==> config.mk <==
export PLATFORM = sky130hd
export DESIGN_NAME = cpu_wake_ratio_monitor
export DESIGN_NICKNAME = d
export VERILOG_FILES = /design/src/hw/rtl/cwr_pkg.sv /design/src/hw/rtl/cpu_wake_ratio_monitor.sv /design/src/hw/rtl/cwr_accum.sv /design/src/hw/rtl/cwr_div.sv
export SDC_FILE = /design/constraint.sdc
export NUM_CORES = 1
export LEC_CHECK = 0
export BUFFER_PORTS_ARGS = -buffer_cell sky130_fd_sc_hd__buf_4
export CORE_UTILIZATION = 60
export CTS_CLUSTER_SIZE = 12
export DETAILED_ROUTE_END_ITERATION = 10
export HOLD_SLACK_MARGIN = 0.08
export PLACE_DENSITY = 0.85
export SYNTH_ARGS = -nofsm -noshare
export SYNTH_HDL_FRONTEND = slang
export SYNTH_SLANG_ARGS = --single-unit
==> constraint.sdc <==
create_clock -name clk -period 15.42 [get_ports clk]
set_clock_uncertainty 0.1 [all_clocks]
set_input_delay 0 -clock clk [delete_from_list [all_inputs] [get_ports clk]]
set_output_delay 0 -clock clk [all_outputs]
set_load 0.02 [all_outputs]
==> src/hw/rtl/cwr_pkg.sv <==
package cwr_pkg;

    localparam int FIELD_W     = 32;
    localparam int WIN_W       = 32;
    localparam int CNT_W       = 32;
    localparam int ACC_W       = 33;
    localparam int TOT_W       = ACC_W + 1;
    localparam int PCT_W       = 7;
    // Numerator holds wake_sum * 100, which stays below 2^(ACC_W + 7).
    localparam int NUM_W       = ACC_W + PCT_W;
    localparam int QUO_STEPS   = PCT_W;
    localparam int STEP_W      = $clog2(QUO_STEPS);

    localparam logic [PCT_W-1:0] PERCENT_SCALE = PCT_W'(100);
    localparam logic [WIN_W-1:0] WINDOW_RESET  = WIN_W'(168000000);
    localparam logic [CNT_W-1:0] CNT_MAX       = {CNT_W{1'b1}};

    typedef struct packed {
        logic [FIELD_W-1:0] sleep_enter_time;
        logic [FIELD_W-1:0] wake_time;
    } cwr_in_t;

    typedef struct packed {
        logic               update_valid;
        logic [CNT_W-1:0]   episode_count;
        logic [PCT_W-1:0]   wake_percent;
    } cwr_out_t;

    typedef struct packed {
        logic               close;
        logic [CNT_W-1:0]   episodes;
    } cwr_acc_stat_t;

endpackage

==> src/hw/rtl/cpu_wake_ratio_monitor.sv <==
// CPU wake ratio monitor.
// Input channel (in_valid/in_ready/in_data): one beat per sleep episode with
// the cycle-counter stamps at sleep entry and at wake. Output channel
// (out_valid/out_ready/out_data): exactly one beat per input beat, carrying
// update_valid plus the held episode count and wake percentage of the last
// closed window. Configuration: cfg_wr_en/cfg_wr_data write window_cycles.
// Sequence: each input beat passes the ACCUM and CHECK states, then the DIVIDE
// state when a window closes, and EMIT loads the output register. The close path
// runs a bit-serial restoring divider, one quotient bit per cycle, after a
// scale-by-100 step. Items are taken one at a time: a new input beat is taken
// only once the sequencer is back in idle. in_ready is high while the sequencer is
// idle, also while a finished result still waits in the output register.
// Stall: when out_ready stays low, the next result waits in the sequencer until
// the output register is free; the input side then stops after one more beat.
// Reset clears the sums, counters, held stats and last wake stamp to zero and
// sets window_cycles to 168000000.
module cpu_wake_ratio_monitor #(
    parameter int STAMP_WIDTH = 32
) (
    input  logic                       clk,
    input  logic                       rst_n,
    input  logic                       in_valid,
    output logic                       in_ready,
    input  cwr_pkg::cwr_in_t           in_data,
    output logic                       out_valid,
    input  logic                       out_ready,
    output cwr_pkg::cwr_out_t          out_data,
    input  logic                       cfg_wr_en,
    input  logic [cwr_pkg::WIN_W-1:0]  cfg_wr_data
);
    import cwr_pkg::*;

    typedef enum logic [4:0] {
        S_IDLE   = 5'b00001,
        S_ACCUM  = 5'b00010,
        S_CHECK  = 5'b00100,
        S_DIVIDE = 5'b01000,
        S_EMIT   = 5'b10000
    } seq_state_t;

    seq_state_t         state_reg, state_next;
    logic [WIN_W-1:0]   window_reg;
    logic [CNT_W-1:0]   held_ep_reg;
    logic [PCT_W-1:0]   held_pct_reg;
    logic               upd_reg;
    logic               out_valid_reg;
    cwr_out_t           out_reg;

    cwr_acc_stat_t      acc_stat;
    logic [ACC_W-1:0]   wake_sum;
    logic [TOT_W-1:0]   total_sum;
    logic               div_done;
    logic [PCT_W-1:0]   div_pct;

    logic               in_beat;
    logic               out_free;
    logic               div_start;

    assign in_ready  = (state_reg == S_IDLE);
    assign in_beat   = in_valid && in_ready;
    // Output register can take a new result when empty or draining this cycle.
    assign out_free  = !out_valid_reg || out_ready;
    assign div_start = (state_reg == S_CHECK) && acc_stat.close;

    cwr_accum #(
        .STAMP_WIDTH (STAMP_WIDTH)
    ) u_accum (
        .clk       (clk),
        .rst_n     (rst_n),
        .load      (in_beat),
        .in_beat   (in_data),
        .accum_en  (state_reg == S_ACCUM),
        .check_en  (state_reg == S_CHECK),
        .window    (window_reg),
        .stat      (acc_stat),
        .wake_sum  (wake_sum),
        .total_sum (total_sum)
    );

    cwr_div u_div (
        .clk       (clk),
        .rst_n     (rst_n),
        .start     (div_start),
        .wake_sum  (wake_sum),
        .total_sum (total_sum),
        .done      (div_done),
        .percent   (div_pct)
    );

    always_comb
    begin
        state_next = state_reg;
        unique case (state_reg)
            S_IDLE:   if (in_beat) state_next = S_ACCUM;
            S_ACCUM:  state_next = S_CHECK;
            S_CHECK:  state_next = acc_stat.close ? S_DIVIDE : S_EMIT;
            S_DIVIDE: if (div_done) state_next = S_EMIT;
            S_EMIT:   if (out_free) state_next = S_IDLE;
            default:  state_next = S_IDLE;
        endcase
    end

    always_ff @(posedge clk or negedge rst_n)
    begin
        if (!rst_n)
        begin
            state_reg     <= S_IDLE;
            window_reg    <= WINDOW_RESET;
            held_ep_reg   <= '0;
            held_pct_reg  <= '0;
            upd_reg       <= 1'b0;
            out_valid_reg <= 1'b0;
        end
        else
        begin
            state_reg <= state_next;

            if (cfg_wr_en)
            begin
                window_reg <= cfg_wr_data;
            end

            // Latch the episode count at window close; flag the update.
            if (state_reg == S_CHECK)
            begin
                upd_reg <= acc_stat.close;
                if (acc_stat.close)
                begin
                    held_ep_reg <= acc_stat.episodes;
                end
            end

            if ((state_reg == S_DIVIDE) && div_done)
            begin
                held_pct_reg <= div_pct;
            end

            // Hold the output beat until taken; reload when free.
            if ((state_reg == S_EMIT) && out_free)
            begin
                out_valid_reg <= 1'b1;
            end
            else if (out_ready)
            begin
                out_valid_reg <= 1'b0;
            end
        end
    end

    always_ff @(posedge clk)
    begin
        if ((state_reg == S_EMIT) && out_free)
        begin
            out_reg.update_valid  <= upd_reg;
            out_reg.episode_count <= held_ep_reg;
            out_reg.wake_percent  <= held_pct_reg;
        end
    end

    assign out_valid = out_valid_reg;
    assign out_data  = out_reg;

endmodule

==> src/hw/rtl/cwr_accum.sv <==
module cwr_accum #(
    parameter int STAMP_WIDTH = 32
) (
    input  logic                       clk,
    input  logic                       rst_n,
    input  logic                       load,
    input  cwr_pkg::cwr_in_t           in_beat,
    input  logic                       accum_en,
    input  logic                       check_en,
    input  logic [cwr_pkg::WIN_W-1:0]  window,
    output cwr_pkg::cwr_acc_stat_t     stat,
    output logic [cwr_pkg::ACC_W-1:0]  wake_sum,
    output logic [cwr_pkg::TOT_W-1:0]  total_sum
);
    import cwr_pkg::*;

    localparam int SUM_W = (STAMP_WIDTH + 1 > TOT_W) ? STAMP_WIDTH + 1 : TOT_W;
    localparam logic [SUM_W-1:0] ACC_MAX = SUM_W'({ACC_W{1'b1}});

    logic [STAMP_WIDTH-1:0] enter_reg;
    logic [STAMP_WIDTH-1:0] wake_reg;
    logic [STAMP_WIDTH-1:0] last_wake_reg;
    logic [ACC_W-1:0]       wake_acc_reg;
    logic [ACC_W-1:0]       sleep_acc_reg;
    logic [CNT_W-1:0]       episode_reg;

    logic [STAMP_WIDTH-1:0] wake_diff;
    logic [STAMP_WIDTH-1:0] sleep_diff;
    logic [SUM_W-1:0]       wake_add;
    logic [SUM_W-1:0]       sleep_add;
    logic [ACC_W-1:0]       wake_acc_next;
    logic [ACC_W-1:0]       sleep_acc_next;
    logic [CNT_W-1:0]       episode_next;

    // Stamp differences wrap at the stamp width.
    assign wake_diff  = enter_reg - last_wake_reg;
    assign sleep_diff = wake_reg - enter_reg;
    assign wake_add   = SUM_W'(wake_acc_reg) + SUM_W'(wake_diff);
    assign sleep_add  = SUM_W'(sleep_acc_reg) + SUM_W'(sleep_diff);

    always_comb
    begin
        wake_acc_next  = (wake_add > ACC_MAX) ? {ACC_W{1'b1}} : wake_add[ACC_W-1:0];
        sleep_acc_next = (sleep_add > ACC_MAX) ? {ACC_W{1'b1}} : sleep_add[ACC_W-1:0];
        episode_next   = (episode_reg == CNT_MAX) ? episode_reg : episode_reg + CNT_W'(1);
    end

    assign wake_sum       = wake_acc_reg;
    assign total_sum      = TOT_W'(wake_acc_reg) + TOT_W'(sleep_acc_reg);
    assign stat.close     = total_sum >= TOT_W'(window);
    assign stat.episodes  = episode_reg;

    always_ff @(posedge clk)
    begin
        if (load)
        begin
            enter_reg <= STAMP_WIDTH'(in_beat.sleep_enter_time);
            wake_reg  <= STAMP_WIDTH'(in_beat.wake_time);
        end
    end

    always_ff @(posedge clk or negedge rst_n)
    begin
        if (!rst_n)
        begin
            last_wake_reg <= '0;
            wake_acc_reg  <= '0;
            sleep_acc_reg <= '0;
            episode_reg   <= '0;
        end
        else if (accum_en)
        begin
            last_wake_reg <= wake_reg;
            wake_acc_reg  <= wake_acc_next;
            sleep_acc_reg <= sleep_acc_next;
            episode_reg   <= episode_next;
        end
        else if (check_en && stat.close)
        begin
            // Window closed: drop the sums and start a fresh count.
            wake_acc_reg  <= '0;
            sleep_acc_reg <= '0;
            episode_reg   <= '0;
        end
    end

endmodule

==> src/hw/rtl/cwr_div.sv <==
module cwr_div (
    input  logic                       clk,
    input  logic                       rst_n,
    input  logic                       start,
    input  logic [cwr_pkg::ACC_W-1:0]  wake_sum,
    input  logic [cwr_pkg::TOT_W-1:0]  total_sum,
    output logic                       done,
    output logic [cwr_pkg::PCT_W-1:0]  percent
);
    import cwr_pkg::*;

    typedef enum logic [2:0] {
        D_IDLE  = 3'b001,
        D_SCALE = 3'b010,
        D_STEP  = 3'b100
    } div_state_t;

    div_state_t         state_reg, state_next;
    logic [ACC_W-1:0]   wake_reg;
    logic [TOT_W-1:0]   den_reg;
    logic               zero_reg;
    logic [NUM_W-1:0]   rem_reg;
    logic [NUM_W-1:0]   dvs_reg;
    logic [PCT_W-1:0]   quo_reg;
    logic [STEP_W-1:0]  step_reg;
    logic               done_reg;

    logic [NUM_W:0]     trial;
    logic               fits;

    // One quotient bit per cycle: trial subtract of the shifted divisor.
    assign trial = {1'b0, rem_reg} - {1'b0, dvs_reg};
    assign fits  = !trial[NUM_W];

    always_comb
    begin
        state_next = state_reg;
        unique case (state_reg)
            D_IDLE:  if (start) state_next = D_SCALE;
            D_SCALE: state_next = D_STEP;
            D_STEP:  if (step_reg == '0) state_next = D_IDLE;
            default: state_next = D_IDLE;
        endcase
    end

    always_ff @(posedge clk or negedge rst_n)
    begin
        if (!rst_n)
        begin
            state_reg <= D_IDLE;
            done_reg  <= 1'b0;
        end
        else
        begin
            state_reg <= state_next;
            done_reg  <= (state_reg == D_STEP) && (step_reg == '0);
        end
    end

    always_ff @(posedge clk)
    begin
        unique case (state_reg)
            D_IDLE:
            begin
                if (start)
                begin
                    wake_reg <= wake_sum;
                    den_reg  <= total_sum;
                    zero_reg <= (total_sum == '0);
                end
            end
            D_SCALE:
            begin
                rem_reg  <= NUM_W'(wake_reg) * NUM_W'(PERCENT_SCALE);
                dvs_reg  <= NUM_W'(den_reg) << (QUO_STEPS - 1);
                quo_reg  <= '0;
                step_reg <= STEP_W'(QUO_STEPS - 1);
            end
            D_STEP:
            begin
                if (fits)
                begin
                    rem_reg <= trial[NUM_W-1:0];
                end
                quo_reg  <= {quo_reg[PCT_W-2:0], fits};
                dvs_reg  <= dvs_reg >> 1;
                step_reg <= step_reg - STEP_W'(1);
            end
            default:
            begin
            end
        endcase
    end

    assign done    = done_reg;
    assign percent = zero_reg ? '0 : quo_reg;

    a_pct_range: assert property (@(posedge clk) disable iff (!rst_n)
        done_reg |-> (percent <= PERCENT_SCALE))
        else $error("wake percent above scale");

    a_start_idle: assert property (@(posedge clk) disable iff (!rst_n)
        start |-> (state_reg == D_IDLE))
        else $error("divide started while busy");

    a_done_pulse: assert property (@(posedge clk) disable iff (!rst_n)
        done_reg |=> !done_reg)
        else $error("done held longer than one cycle");

endmodule
Word-level counts from Yosys, hierarchy flattened
Cells that the tools add are included.
Operators by class
  add/subtract/negate cells: 8
  muxes and demuxes: 24
  magnitude comparators: 3
  equality and inequality tests: 16
  reduce and logical (&&, ||, !) cells: 19
  $mul: 1
Operators with widths (count)
  $mux 33: 5
  $pmux 40 s2: 2
  $mux 32: 3
  $add 33x32->34: 2
  $gt 34x33->1 const B: 2
  $sub 32x32->32: 2
  $sub 40x40->41: 1
  $mux 40: 1
  $mul 33x5->38 const B: 1
  $add 33x33->34: 1
  $ge 34x32->1: 1
  $logic_not 34->1: 1
  $add 32x1->32 const B: 1
  $eq 32x32->1 const B: 1
  $pmux 5 s5: 1
  $mux 5: 4
  $pmux 7 s2: 1
  $ne 2x2->1 const B: 5
  $reduce_and 2->1: 5
  $pmux 3 s3: 1
  $mux 7: 1
  $mux 3: 2
  $pmux 3 s2: 1
  $reduce_bool 2->1: 3
  16 further kinds: 23
Word-level totals
  logic and storage cells: 95
  input bits: 101
  register bits: 474

Depth between registers and ports, before layout
  depth in word-level cells: 5
  depth in mapped cells: 25
  gate-level depth less buffers: 24

Hierarchy
A second synthesis with hierarchy kept.
Second synthesis, totals
  cell total of the unflattened synthesis: 3337
  area total of the unflattened synthesis: 32421.1 sq um
Modules (own cells, without submodules)
  cwr_accum: instances 1, cells an instance 1940, sequential area each 5175.0 sq um, area an instance 16373.2 sq um
  cwr_div: instances 1, cells an instance 1170, sequential area each 4845.9 sq um, area an instance 11686.2 sq um
  cpu_wake_ratio_monitor: instances 1, cells an instance 227, sequential area each 3165.5 sq um, area an instance 4361.7 sq um

Worst setup path after synthesis
No wires, ideal clock.
  path type: flip-flop to flip-flop
  start: register u_accum.sleep_acc_reg[8]
  end: register u_div.den_reg[0] (enable)
  path slack: 3.509 ns
  setup time: 0.690 ns
  arrival: 11.121 ns
  stages on the path, launching flop included: 20
  period minus slack after synthesis: 11.911 ns
  cell sequence: dfrtp_1 ha_1 a21o_1 a2111oi_4 a2bb2oi_2 o31ai_4 o211a_4 o21ai_2 a221oi_4 mux2i_1 a221oi_1 ha_1 nand4_1 or2_2 nor3_1 o21ai_0 o211ai_1 o31ai_4 buf_4 nor4b_1
Between the ends
  word-level cells in the longest chain between the ends: 4
Ends and longest elaborated chain
  from (decl): line cwr_accum.sv:24  | logic [ACC_W-1:0] sleep_acc_reg;
  from (signal assigned): line cwr_accum.sv:75  | sleep_acc_reg <= sleep_acc_next;
  $add 33x33->34: line cwr_accum.sv:49  | assign total_sum = TOT_W'(wake_acc_reg) + TOT_W'(sleep_acc_reg);
  via total_sum[31]: line cpu_wake_ratio_monitor.sv:51  | logic [TOT_W-1:0] total_sum;
  $ge 34x32->1: line cwr_accum.sv:50  | assign stat.close = total_sum >= TOT_W'(window);
  $logic_and 1x1->1: line cpu_wake_ratio_monitor.sv:63  | assign div_start = (state_reg == S_CHECK) && acc_stat.close;
  $reduce_and 2->1 (no line)
  to (signal assigned): line cwr_div.sv:68  | den_reg <= total_sum;
  to (decl): line cwr_div.sv:20  | logic [TOT_W-1:0] den_reg;
The timed path passes the listed nets, and every way through them passes these cells.
A chain may end at the register's enable or synchronous reset.

Worst setup path after layout
  start: register u_accum.wake_acc_reg[8], in the netlist u_accum.wake_sum[8]
  end: register u_div.wake_reg[4] (enable)
Between the ends
  word-level cells in the longest chain between the ends: 4
Ends and longest elaborated chain
  from (decl): line cwr_accum.sv:23  | logic [ACC_W-1:0] wake_acc_reg;
  from (signal assigned): line cwr_accum.sv:74  | wake_acc_reg <= wake_acc_next;
  $add 33x33->34: line cwr_accum.sv:49
  via total_sum[31]: line cpu_wake_ratio_monitor.sv:51
  $ge 34x32->1: line cwr_accum.sv:50
  $logic_and 1x1->1: line cpu_wake_ratio_monitor.sv:63
  $reduce_and 2->1 (no line)
  to (signal assigned): line cwr_div.sv:67  | wake_reg <= wake_sum;
  to (decl): line cwr_div.sv:19  | logic [ACC_W-1:0] wake_reg;
The timed path passes the listed nets, and every way through them passes these cells.

==> results.json <==
{
  "status": "finished, violations left",
  "violations": "design-rule violations",
  "synth_simple_gate_area_frac": 0.131,
  "clk_latency_ps": 610,
  "layout_common_cells": "nand2_1, ha_1, inv_1",
  "fin_crit_sh": 0.417,
  "core_area_um2": 52800,
  "synth_compound_area_frac": 0.198,
  "path_max_fanout": 94,
  "post-cts-setup-buffer-count": 0,
  "reg2reg_depth": 20,
  "ys_seq_area_frac": 0.410,
  "drtAntennaViolNets": 0,
  "crit_type": "reg2reg",
  "ys_types": 93,
  "syn_nets": 3856,
  "cts_num_sinks": 474,
  "syn_area_per_cell_um2": 9.51,
  "grt.total_usage": 0.315,
  "drv_cap": 0,
  "synth_fa_ha_area_frac": 0.154,
  "cts_buffers": 50,
  "min_period_ps": 6430,
  "detail_route.first_pass.iterations": 9,
  "overflow": 0,
  "synth.largest_area_cell": "edfxtp_1",
  "final_common_cell": "nand2_1",
  "antenna_found_initial": 1,
  "globalplace.congestion": 0.945,
  "maxSlewHeadroom": 0.257,
  "yosys_warnings": 0,
  "powerDensity_nw_per_um2": 211,
  "wirelength_um": 85200,
  "synthCells": 3381,
  "path_clk_slew_ps": 60,
  "io_pins": 143,
  "wire_per_inst_um": 19.0,
  "drtIter0Drc": 2211,
  "clock_path_buffers": 3,
  "grt_pass1_wl_um": 137000,
  "async_flop_share": 0.447,
  "cts_hold_buf": 253,
  "max_freq_mhz": 155,
  "cts_root_buf": "clkbuf_16",
  "syn2layout_area_growth_pct": 18.4,
  "die_x_um": 233,
  "grt_pass1_vias": 27100,
  "final_cells": 4480,
  "min_to": "out_valid$_DFFE_PN0P_",
  "synth_top_flop_cell": "edfxtp_1",
  "hp-start": "out_ready",
  "startpoint_type": "flop",
  "cts_resized": 0,
  "setup_viol": 0,
  "io_buffers": 142,
  "grt_max_degree": 102,
  "synth_top_area_share": 0.245,
  "synth-seq-cells": 474,
  "synthMuxAreaShare": 0.00284,
  "rr_startpoint": "u_accum.wake_sum[8]$_DFFE_PN0P_",
  "die_h_um": 233,
  "whs_path_depth": 4,
  "synth_area_um2": 32100,
  "vias_per_cell": 6.08,
  "htreeDepth": 2,
  "slew_violations": 0,
  "r2r_slack_ps": 8990,
  "setup_slack_ps": 8990,
  "synth_top_cells_by_area": "edfxtp_1, dfrtp_1, ha_1",
  "dr_total_vias": 27200,
  "postLayoutCoreUtil": 0.721,
  "peakVddDrop_uv": 124,
  "floorplan.rows": 84,
  "synth_edf_count": 262,
  "power_leakage_nw": 17.3,
  "tns_ps": 0,
  "place_inst": 4132,
  "synth_top_family_by_area": "compound AO/OA/AOI/OAI gates",
  "tightest_slew_ps": 1110,
  "route.detailed.drc": 8,
  "rr_endpoint": "u_div.wake_reg[4]$_DFFE_PP_",
  "drive_gt1_frac": 0.0778,
  "whs_ps": 275,
  "fillers": 3588,
  "final_hold_viol_count": 0,
  "start_util": 0.609,
  "cts_tree": "built",
  "rsz0062_at_grt": "no",
  "synth_xor_area_frac": 0.0523,
  "arrival_ps": 6550,
  "final_nets": 4224,
  "min_path_type": "in2reg",
  "place_ws_ps": 9120,
  "end_kind": "flop",
  "required_ps": 15530,
  "die-area_um2": 54500,
  "place_hpwl_um": 54700
}
## kinds of logic after synthesis
family,count (synthesis)
buf+inv,437
compound gates,1002
fa+ha+maj,374
xor+xnor,191
mux,9
flops,474
simple gates,894
## worst max-delay path by stage
stage	from	endpoint	slack, ps	depth (start not counted)
after detailed placement	u_accum.wake_sum[8]$_DFFE_PN0P_	u_div.wake_reg[0]$_DFFE_PP_	9120	20
after floorplan	u_accum.sleep_acc_reg[8]$_DFFE_PN0P_	u_div.den_reg[0]$_DFFE_PP_	3510	19
after global placement	u_accum.sleep_acc_reg[8]$_DFFE_PN0P_	u_div.den_reg[0]$_DFFE_PP_	9290	20
after global routing	u_accum.enter_reg[0]$_DFFE_PP_	u_accum.wake_sum[24]$_DFFE_PN0P_	8690	23
after CTS	u_accum.wake_sum[8]$_DFFE_PN0P_	u_div.wake_reg[0]$_DFFE_PP_	9060	20
final	u_accum.wake_sum[8]$_DFFE_PN0P_	u_div.wake_reg[4]$_DFFE_PP_	8990	20
## routing by layer
metal,share of wire,GRT usage,vias to the layer above
li1,-,-,12900
met1,0.41,0.399,13000
met2,0.48,0.533,1089
met3,0.064,0.0470,283
met4,0.045,0.141,0
met5,0,0,-
## synthesized netlist by cell type, types with 8 or more instances
master and number:
nor2_1 161, nand2b_1 46, a211o_1 17, a311oi_1 9, a211oi_1 31, a21oi_1 280
xnor2_1 114, dfstp_2 11, or3_1 18, edfxtp_1 262, or2_2 11, a21boi_0 13
o211ai_1 26, nor2b_1 32, o21ai_1 8, nand2_1 360, and4_1 8, mux2i_1 8
o21a_1 41, o21ai_0 264, nor3_1 52, nor4_1 9, inv_1 339, fa_1 34
clkbuf_1 70, dfrtp_1 201, ha_1 340, o21bai_1 24, nand4_1 35, a41oi_1 16
o2bb2ai_1 8, o31ai_1 12, xor2_1 76, buf_2 15, and2_1 22, a21o_1 119
nand3_1 78, and3_1 34, a31oi_1 49, a31o_2 10
## critical path: stages (launching register included)
cell and delay (ps):
dfrtp_1 430, ha_1 360, a21o_1 260, a2111oi_4 330, a2bb2oi_2 150, o31ai_4 390, o211a_4 240, o21ai_2 90
a221oi_4 310, mux2i_1 120, a221oi_1 500, ha_1 240, nand4_1 70, or2_2 300, nor3_1 180, o21ai_0 120
o211ai_1 230, o31ai_4 80, buf_4 400, nor4b_2 370, buf_4 720
## cell type report
type,count,area [µm²],share of cell area
Sequential cell,474,13200,0.347
Clock buffer,83,1510,0.0396
Multi-Input combinational cell,2470,17300,0.456
Tap cell,688,861,0.0226
Inverter,341,1280,0.0337
Antenna cell,2,5.00,0.000132
Clock inverter,10,110,0.00289
Timing Repair Buffer,412,3750,0.0986
## report_power, final
part / switching [mW] / internal (mW)
Combinational: 2.96 / 2.03
Clock: 0.513 / 0.699
Sequential: 0.202 / 1.64
## through the flow
step / instance area, µm² / power (mW)
after CTS: 38000 / 7.83
after floorplan: 32100 / 5.50
after global routing: 38000 / 8.61
after detailed placement: 33900 / 6.51
final: 38000 / 8.04
after global placement: 33900 / 6.40
(Power assumes the default switching activity.)
